File: src/lpbw_pkg.sv
// Shared types, constants and helpers for the LCD parallel bus writer.
`default_nettype none
package lpbw_pkg;

    // Request kinds as they arrive on the request channel
    typedef enum logic [1:0] {
        OP_CMD    = 2'd0,
        OP_DATA   = 2'd1,
        OP_PIXEL  = 2'd2,
        OP_WINDOW = 2'd3
    } t_op;

    // Display controller commands used by a window request
    localparam logic [7:0] CMD_COLUMN   = 8'h2A;
    localparam logic [7:0] CMD_ROW      = 8'h2B;
    localparam logic [7:0] CMD_MEMWRITE = 8'h2C;

    // Default request queue depth
    localparam int unsigned QUEUE_DEPTH_DEF = 4;

    localparam int unsigned STEP_W = 4;

    // Classified request: kind plus packed payload
    // coords = {x_start, y_start, x_end, y_end} for a window, else {48'b0, value}
    typedef struct packed {
        t_op         kind;
        logic [63:0] coords;
    } t_req;

    // Queue head as seen by the bus sequencer
    typedef struct packed {
        logic valid;
        t_req req;
    } t_head;

    // Step index of the final transfer for each request kind
    function automatic logic [STEP_W-1:0] last_step(input t_op kind);
        logic [STEP_W-1:0] s;
        case (kind)
            OP_CMD:    s = STEP_W'(0);
            OP_DATA:   s = STEP_W'(0);
            OP_PIXEL:  s = STEP_W'(1);
            OP_WINDOW: s = STEP_W'(10);
            default:   s = STEP_W'(0);
        endcase
        return s;
    endfunction

endpackage
`default_nettype wire

File: src/lpbw_if.sv
// Handshake channels: display request in, bus byte transfer out.
`default_nettype none
interface lpbw_req_if;
    logic        valid;
    logic        ready;
    logic [1:0]  op;
    logic [15:0] value;
    logic [15:0] x_start;
    logic [15:0] y_start;
    logic [15:0] x_end;
    logic [15:0] y_end;

    modport source (output valid, output op, output value, output x_start,
                    output y_start, output x_end, output y_end, input ready);
    modport sink   (input valid, input op, input value, input x_start,
                    input y_start, input x_end, input y_end, output ready);
endinterface

interface lpbw_xfer_if;
    logic       valid;
    logic       ready;
    logic [7:0] bus_byte;
    logic       is_data;
    logic       last;

    modport source (output valid, output bus_byte, output is_data, output last,
                    input ready);
    modport sink   (input valid, input bus_byte, input is_data, input last,
                    output ready);
endinterface
`default_nettype wire

File: src/lpbw_front.sv
// Request front end: accepts requests and packs them for the queue.
`default_nettype none
module lpbw_front (
    lpbw_req_if.sink        i_req,
    input  logic            i_full,
    output logic            o_push,
    output lpbw_pkg::t_req  o_req
);
    import lpbw_pkg::*;

    t_op kind;

    // Accept whenever the queue has room
    assign i_req.ready = !i_full;
    assign o_push      = i_req.valid && !i_full;

    // Classify and pack; only a window uses the coordinates
    assign kind = t_op'(i_req.op);

    always_comb begin
        o_req.kind = kind;
        if (kind == OP_WINDOW) begin
            o_req.coords = {i_req.x_start, i_req.y_start, i_req.x_end, i_req.y_end};
        end else begin
            o_req.coords = {48'd0, i_req.value};
        end
    end

endmodule
`default_nettype wire

File: src/lpbw_queue.sv
// Short request queue between the front end and the bus sequencer.
`default_nettype none
module lpbw_queue #(
    parameter int unsigned QUEUE_DEPTH = lpbw_pkg::QUEUE_DEPTH_DEF
) (
    input  logic            i_clk,
    input  logic            i_rst_n,
    input  logic            i_push,
    input  lpbw_pkg::t_req  i_req,
    input  logic            i_pop,
    output logic            o_full,
    output lpbw_pkg::t_head o_head
);
    import lpbw_pkg::*;

    localparam int unsigned AW = (QUEUE_DEPTH > 1) ? $clog2(QUEUE_DEPTH) : 1;
    localparam int unsigned CW = $clog2(QUEUE_DEPTH + 1);

    t_req          r_mem [QUEUE_DEPTH];
    logic [AW-1:0] r_wr_ptr, n_wr_ptr;
    logic [AW-1:0] r_rd_ptr, n_rd_ptr;
    logic [CW-1:0] r_count, n_count;

    function automatic logic [AW-1:0] ptr_inc(input logic [AW-1:0] p);
        return (p == AW'(QUEUE_DEPTH - 1)) ? '0 : p + AW'(1);
    endfunction

    assign o_full       = (r_count == CW'(QUEUE_DEPTH));
    assign o_head.valid = (r_count != '0);
    assign o_head.req   = r_mem[r_rd_ptr];

    // Pointer and fill count update
    always_comb begin
        n_wr_ptr = i_push ? ptr_inc(r_wr_ptr) : r_wr_ptr;
        n_rd_ptr = i_pop  ? ptr_inc(r_rd_ptr) : r_rd_ptr;
        n_count  = r_count;
        if (i_push && !i_pop) begin
            n_count = r_count + CW'(1);
        end else if (!i_push && i_pop) begin
            n_count = r_count - CW'(1);
        end
    end

    always_ff @(posedge i_clk) begin
        if (!i_rst_n) begin
            r_wr_ptr <= '0;
            r_rd_ptr <= '0;
            r_count  <= '0;
        end else begin
            r_wr_ptr <= n_wr_ptr;
            r_rd_ptr <= n_rd_ptr;
            r_count  <= n_count;
        end
    end

    // Entry storage
    always_ff @(posedge i_clk) begin
        if (i_push) begin
            r_mem[r_wr_ptr] <= i_req;
        end
    end

endmodule
`default_nettype wire

File: src/lpbw_back.sv
// Bus sequencer: walks each queued request and issues one byte transfer per cycle while the output is taken.
`default_nettype none
module lpbw_back (
    input  logic               i_clk,
    input  logic               i_rst_n,
    input  lpbw_pkg::t_head    i_head,
    output logic               o_pop,
    lpbw_xfer_if.source        o_xfer
);
    import lpbw_pkg::*;

    logic [STEP_W-1:0] r_step, n_step;
    logic              r_vld;
    logic [7:0]        r_byte;
    logic              r_is_data;
    logic              r_last;

    logic              advance;
    logic              is_last;
    logic [63:0]       c;
    logic [7:0]        sel_byte;
    logic              sel_data;

    assign c       = i_head.req.coords;
    assign advance = i_head.valid && (!r_vld || o_xfer.ready);
    assign is_last = (r_step == last_step(i_head.req.kind));
    assign o_pop   = advance && is_last;
    assign n_step  = advance ? (is_last ? '0 : r_step + STEP_W'(1)) : r_step;

    // Byte for the current step; window order is column, x start/end, row, y start/end, memory write
    always_comb begin
        sel_byte = c[7:0];
        sel_data = 1'b1;
        case (i_head.req.kind)
            OP_CMD: begin
                sel_byte = c[7:0];
                sel_data = 1'b0;
            end
            OP_DATA: begin
                sel_byte = c[7:0];
            end
            OP_PIXEL: begin
                sel_byte = r_step[0] ? c[7:0] : c[15:8];
            end
            OP_WINDOW: begin
                case (r_step)
                    4'd0: begin
                        sel_byte = CMD_COLUMN;
                        sel_data = 1'b0;
                    end
                    4'd1: sel_byte = c[63:56];
                    4'd2: sel_byte = c[55:48];
                    4'd3: sel_byte = c[31:24];
                    4'd4: sel_byte = c[23:16];
                    4'd5: begin
                        sel_byte = CMD_ROW;
                        sel_data = 1'b0;
                    end
                    4'd6: sel_byte = c[47:40];
                    4'd7: sel_byte = c[39:32];
                    4'd8: sel_byte = c[15:8];
                    4'd9: sel_byte = c[7:0];
                    default: begin
                        sel_byte = CMD_MEMWRITE;
                        sel_data = 1'b0;
                    end
                endcase
            end
            default: begin
                sel_byte = c[7:0];
            end
        endcase
    end

    // Control state
    always_ff @(posedge i_clk) begin
        if (!i_rst_n) begin
            r_step <= '0;
            r_vld  <= 1'b0;
        end else begin
            r_step <= n_step;
            if (!r_vld || o_xfer.ready) begin
                r_vld <= i_head.valid;
            end
        end
    end

    // Output register payload
    always_ff @(posedge i_clk) begin
        if (advance) begin
            r_byte    <= sel_byte;
            r_is_data <= sel_data;
            r_last    <= is_last;
        end
    end

    assign o_xfer.valid    = r_vld;
    assign o_xfer.bus_byte = r_byte;
    assign o_xfer.is_data  = r_is_data;
    assign o_xfer.last     = r_last;

endmodule
`default_nettype wire

File: src/lcd_parallel_bus_writer_top.sv
// Top level of the LCD parallel bus writer: front end, request queue, bus sequencer.
//
// Takes display requests (command byte, data byte, 16-bit pixel, set window) and
// turns them into byte transfers for an 8-bit parallel LCD bus with a data/command
// select; the final transfer of each request carries last. A request can be
// accepted every cycle while the queue (QUEUE_DEPTH entries) has room. The bus
// sequencer issues one transfer per cycle whenever the output is taken; a command
// or data byte needs one transfer, a pixel two and a window eleven. The first
// transfer of a request passes through the queue storage and the output register
// before it shows on the output.
// Reset is synchronous, active low.
`default_nettype none
module lcd_parallel_bus_writer_top #(
    parameter int unsigned QUEUE_DEPTH = lpbw_pkg::QUEUE_DEPTH_DEF
) (
    input  logic         i_clk,
    input  logic         i_rst_n,
    lpbw_req_if.sink     i_req,
    lpbw_xfer_if.source  o_xfer
);
    import lpbw_pkg::*;

    logic  push;
    logic  pop;
    logic  full;
    t_req  req;
    t_head head;

    lpbw_front u_front (
        .i_req  (i_req),
        .i_full (full),
        .o_push (push),
        .o_req  (req)
    );

    lpbw_queue #(
        .QUEUE_DEPTH (QUEUE_DEPTH)
    ) u_queue (
        .i_clk   (i_clk),
        .i_rst_n (i_rst_n),
        .i_push  (push),
        .i_req   (req),
        .i_pop   (pop),
        .o_full  (full),
        .o_head  (head)
    );

    lpbw_back u_back (
        .i_clk   (i_clk),
        .i_rst_n (i_rst_n),
        .i_head  (head),
        .o_pop   (pop),
        .o_xfer  (o_xfer)
    );

endmodule
`default_nettype wire

File: src/flat_wrapper.sv
// flat-port wrapper written by rule: the top's interface ports become plain ports
module lcd_parallel_bus_writer_top_flat import lpbw_pkg::*;
#(
    parameter int unsigned QUEUE_DEPTH = lpbw_pkg::QUEUE_DEPTH_DEF
)
  (i_clk, i_rst_n, i_req_valid, i_req_op, i_req_value, i_req_x_start, i_req_y_start, i_req_x_end, i_req_y_end, i_req_ready, o_xfer_valid, o_xfer_bus_byte, o_xfer_is_data, o_xfer_last, o_xfer_ready);
  lpbw_req_if i_req_i ();
  lpbw_xfer_if o_xfer_i ();
  input  logic i_clk;
  input  logic i_rst_n;
  input wire logic [$bits(i_req_i.valid)-1:0] i_req_valid;
  input wire logic [$bits(i_req_i.op)-1:0] i_req_op;
  input wire logic [$bits(i_req_i.value)-1:0] i_req_value;
  input wire logic [$bits(i_req_i.x_start)-1:0] i_req_x_start;
  input wire logic [$bits(i_req_i.y_start)-1:0] i_req_y_start;
  input wire logic [$bits(i_req_i.x_end)-1:0] i_req_x_end;
  input wire logic [$bits(i_req_i.y_end)-1:0] i_req_y_end;
  output wire logic [$bits(i_req_i.ready)-1:0] i_req_ready;
  output wire logic [$bits(o_xfer_i.valid)-1:0] o_xfer_valid;
  output wire logic [$bits(o_xfer_i.bus_byte)-1:0] o_xfer_bus_byte;
  output wire logic [$bits(o_xfer_i.is_data)-1:0] o_xfer_is_data;
  output wire logic [$bits(o_xfer_i.last)-1:0] o_xfer_last;
  input wire logic [$bits(o_xfer_i.ready)-1:0] o_xfer_ready;
  assign i_req_i.valid = i_req_valid;
  assign i_req_i.op = i_req_op;
  assign i_req_i.value = i_req_value;
  assign i_req_i.x_start = i_req_x_start;
  assign i_req_i.y_start = i_req_y_start;
  assign i_req_i.x_end = i_req_x_end;
  assign i_req_i.y_end = i_req_y_end;
  assign i_req_ready = i_req_i.ready;
  assign o_xfer_valid = o_xfer_i.valid;
  assign o_xfer_bus_byte = o_xfer_i.bus_byte;
  assign o_xfer_is_data = o_xfer_i.is_data;
  assign o_xfer_last = o_xfer_i.last;
  assign o_xfer_i.ready = o_xfer_ready;
  lcd_parallel_bus_writer_top #(.QUEUE_DEPTH(QUEUE_DEPTH)) u_core (.i_clk(i_clk), .i_rst_n(i_rst_n), .i_req(i_req_i), .o_xfer(o_xfer_i));
endmodule
File: config.mk
export PLATFORM = sky130hd
export DESIGN_NAME = lcd_parallel_bus_writer_top_flat
export DESIGN_NICKNAME = d
export VERILOG_FILES = /design/src/lpbw_pkg.sv /design/src/lpbw_if.sv /design/src/lpbw_front.sv /design/src/lpbw_queue.sv /design/src/lpbw_back.sv /design/src/lcd_parallel_bus_writer_top.sv /design/src/flat_wrapper.sv
export SDC_FILE = /design/constraint.sdc
export NUM_CORES = 1
export LEC_CHECK = 0
export BUFFER_PORTS_ARGS = -buffer_cell sky130_fd_sc_hd__buf_2
export CAP_MARGIN = 15
export CORE_ASPECT_RATIO = 0.75
export CORE_MARGIN = 4
export CORE_UTILIZATION = 29
export DETAILED_ROUTE_END_ITERATION = 8
export SETUP_SLACK_MARGIN = 0.4
export SLEW_MARGIN = 5
export SYNTH_ARGS = -nofsm -noshare
export SYNTH_HDL_FRONTEND = slang
export SYNTH_SLANG_ARGS = --single-unit
export TNS_END_PERCENT = 30
File: constraint.sdc
create_clock -name i_clk -period 2.86 [get_ports i_clk]
set_clock_uncertainty 0.2 [all_clocks]
set_input_delay 0.286 -clock i_clk [delete_from_list [all_inputs] [get_ports i_clk]]
set_output_delay 0.286 -clock i_clk [all_outputs]
set_load 0.005 [all_outputs]
==> impl_metrics.json <==
{
  "cts_tree": "built",
  "yosysWarnings": 0,
  "place_area_um2": 13500,
  "cp_top_family": "multiplexers",
  "finalCoreUtilization": 0.382,
  "crit_chain": "mux4_2 > nor2b_4 > o21ai_2 > o21ai_1 > inv_1 > ha_4 > inv_2 > fa_2 > xor2_1 > or3_1 > a21boi_1",
  "crit_path_start": "u_core.u_queue.r_mem[3][65]$_DFFE_PP_",
  "drc_errors": 0,
  "std_cell_rows": 64,
  "number_of_global_route_vias_before_repair": 7366,
  "report.final.hold_viol_count": 0,
  "crit_path_top_delay_cell": "mux4_2",
  "post_layout_nonfiller_instances": 1494,
  "clk_pin_slew_worst_paths_ns": 0.07,
  "detailed_place_hpwl_um": 19000,
  "crit_end": "u_core.u_queue.r_count[2]$_SDFFE_PN0P_",
  "outcome": "completed",
  "post_route_cells_drive_above_1_share": 0.349,
  "max_slew_margin": 0.581,
  "ioPinCount": 98,
  "synth_cell_type_count": 59,
  "area_fraction_of_the_dominant_cell_type_after_synthesis": 0.677,
  "cts_root_buffer": "clkbuf_16",
  "postSynthCellCount": 688,
  "finalCriticalPeriod_ns": 2.77,
  "design.final.nets": 1011,
  "gpl.final_weighted_congestion": 0.780,
  "power.leakage_nw": 5.44,
  "post_synthesis_async_set_or_reset_flop_share": 0,
  "finish.instance_area_um2": 15700,
  "synth_area_um2": 12200,
  "mappedNetlistNets": 785,
  "power.sequential.fraction": 0.456,
  "die_height_um": 185,
  "vias": 7224,
  "worst_setup_path_start_kind": "register",
  "cts_max_path_buffers": 3,
  "drt.antenna.violating_nets": 0,
  "achievable-frequency_mhz": 360,
  "cp.required_ns": 3.14,
  "critical_path_depth": 11,
  "r2r_start": "u_core.u_queue.r_mem[3][65]$_DFFE_PP_",
  "cts_buffers": 27,
  "grt_util_all_layers": 0.131,
  "power.clock.fraction": 0.285,
  "internal_power_mw": 8.57,
  "timing.reg2reg.setup_slack_ns": 0.09,
  "timing_worst_slew_pin_value_ns": 0.628,
  "insertion_delay_ns": 0.56,
  "buffer_ports.inserted": 97,
  "syn_avg_cell_area_um2": 17.7,
  "diodes": 0,
  "clock_sink_count": 288,
  "r2r_cells": 11,
  "switching_share": 0.276,
  "vdd_ir_drop_max_v": 0.000448,
  "endpoint_of_the_worst_register_to_register_path": "u_core.u_queue.r_count[2]$_SDFFE_PN0P_",
  "wl_per_cell_um": 20.3,
  "global_route.overflow_total": 0,
  "floorplan.initialDensity": 0.296,
  "synthDominantAreaCellType": "edfxtp_1",
  "critical_path_class": "register to register",
  "critPathMaxFanout": 4,
  "setup_viol_count_final": 0,
  "hold_path_class": "input pin to register",
  "synth_top_flop_cell": "edfxtp_1",
  "seq_area_frac_synth": 0.700,
  "dp_cells": 1339,
  "areal_power_density_over_the_cells_nw_per_um2": 754,
  "detailedRoute.firstIterationViolations": 530,
  "critPathMaxStageDelay_ns": 0.53,
  "worstSetupEndpointType": "register",
  "power.share.combinational": 0.260,
  "area_growth_syn_to_layout_pct": 29.2,
  "cap_viol_max_count": 0,
  "grt_setup_unrepaired": "yes",
  "avgViaCountPerCell": 4.84,
  "antenna_found_initial": 0,
  "power.switching_mw": 3.28,
  "cts.htree.levels": 1,
  "path_buf_inv": 2,
  "arrival_ns": 3.06,
  "drt_pre_antenna_iters": 5,
  "die_width_um": 244,
  "routed_wirelength_um": 30300,
  "finalCritPeriodShare": 0.970,
  "placeable_core_region_um2": 41100,
  "timing_max_transition_violations_final": 0,
  "maximum_number_of_pins_on_one_net_before_global_route_repair": 76,
  "synth-edff-count": 274,
  "ys_seq_elements": 288,
  "synth.top_cells.by_area": "edfxtp_1, mux4_2, mux2_2",
  "fp.dieArea_um2": 45300,
  "wire_length_of_the_first_global_routing_pass_um": 45800
}
-- cell families (layout without fill, tap and decap cells) --
family | count (synthesis) | after routing | share of synthesized area
adder cells (fa/ha/maj) | 11 | 11 | 0.0119
flip-flops | 288 | 288 | 0.700
AND/OR/NAND/NOR | 137 | 137 | 0.0633
multiplexers | 108 | 108 | 0.151
buffers and inverters | 56 | 301 | 0.0214
AO/OA/AOI/OAI | 86 | 86 | 0.0509
XOR/XNOR | 2 | 2 | 0.00144
-- stage by stage --
| stage | hold slack (ns) | power, mW | setup WS, ns | setup TNS (ns) |
|---|---|---|---|---|
| CTS | 0.000847 | 11.7 | 0.0355 | 0 |
| floorplan | 0.185 | 7.03 | 0.0246 | 0 |
| detailed placement | 0.270 | 8.01 | -0.0628 | -0.0628 |
| finish | 0.0168 | 11.9 | 0.0856 | 0 |
| global placement | 0.271 | 7.97 | 0.00448 | 0 |
| global route | 0.0229 | 12.4 | -0.0141 | -0.0141 |
-- per-layer routing --
layer / part of all wire / vias to the layer above / global-route usage
met5: 0 / - / 0
met1: 0.47 / 3663 / 0.199
met3: 0.068 / 37 / 0.0230
met2: 0.45 / 266 / 0.202
met4: 0.016 / 0 / 0.0220
li1: - / 3258 / -
-- synth_stat cells (all sizes together), types with 12 or more instances --
cell type / instances
mux2i: 20
nand2: 27
o21ai: 13
a22oi: 16
mux2: 31
and3: 54
dfxtp: 14
nand3: 12
buf: 17
mux4: 57
edfxtp: 274
clkbuf: 31
-- flip-flops by register name, indices dropped and copies added, names as in the netlist, named ones only --
name and cells:
u_core.u_back.o_xfer.bus_byte 8, u_core.u_back.r_step 4, u_core.u_back.o_xfer.valid 1, u_core.u_back.o_xfer.is_data 1, u_core.u_back.o_xfer.last 1, u_core.u_queue.r_count 3, u_core.u_queue.r_wr_ptr 2, u_core.u_queue.r_mem 264
u_core.u_queue.r_rd_ptr 2
-- area by class of cell --
class,instances,area [um^2]
sequential,288,8520
multi-input combinational,344,3620
tap,561,702
fill,3819,25400
clock inverter,12,96.3
inverter,8,30.0
clock buffer,36,719
timing repair buffer,245,2020
-- cells in the final DEF (no fill, tap or decap), drive strengths merged, types with 2 or more instances in the layout --
master and n:
o22ai 6, ha 10, a221oi 4, nand4 2, nand2 27, a21boi 2, dlygate4sd3 90, nor2b 6
and2 4, mux2 31, a22o 6, o41ai 2, mux4 57, nor3 3, clkbuf 36, a22oi 16
or3b 2, a21oi 10, a31oi 2, and3b 4, o21ai 13, and3 54, dfxtp 14, nand3b 3
mux2i 20, nor2 11, a32oi 6, edfxtp 274, a211oi 3, inv 8, clkinv 10, o2111ai 2
nor3b 6, nand3 12, o211ai 3, buf 155
-- power groups by stage --
stage | logic [mW] | clock network [mW] | registers, mW
after floorplan | 1.64 | 0 | 5.39
after global placement | 2.50 | 0 | 5.46
after detailed placement | 2.53 | 0 | 5.48
after CTS | 2.88 | 3.47 | 5.39
after global routing | 3.31 | 3.65 | 5.43
final | 3.08 | 3.37 | 5.40
-- worst min path at each step --
stage | end | slack (ns) | from | cells after the start
global route | u_core.u_queue.r_mem[2][40]$_DFFE_PP_ | 0.02 | i_req_y_start[8] | 2
CTS | u_core.u_queue.r_mem[2][40]$_DFFE_PP_ | 0.0008 | i_req_y_start[8] | 2
detailed placement | register | 0.27 | u_core.u_queue.r_rd_ptr[1]$_SDFFE_PN0P_ | 2
global placement | register | 0.27 | u_core.u_queue.r_rd_ptr[1]$_SDFFE_PN0P_ | 2
finish | u_core.u_queue.r_mem[2][40]$_DFFE_PP_ | 0.02 | i_req_y_start[8] | 2
floorplan | u_core.u_queue.r_mem[0][64]$_DFFE_PP_ | 0.18 | i_req_op[0] | 0
-- repair_timing --
item	CTS	global route
gates resized for setup	15	59
endpoints found under the setup margin	10	15
pin swaps	3	30
hold endpoints to repair	258	0
cloned	1	0
setup buffers	14	2
hold buffers	90	0
(Power assumes the default switching activity.)
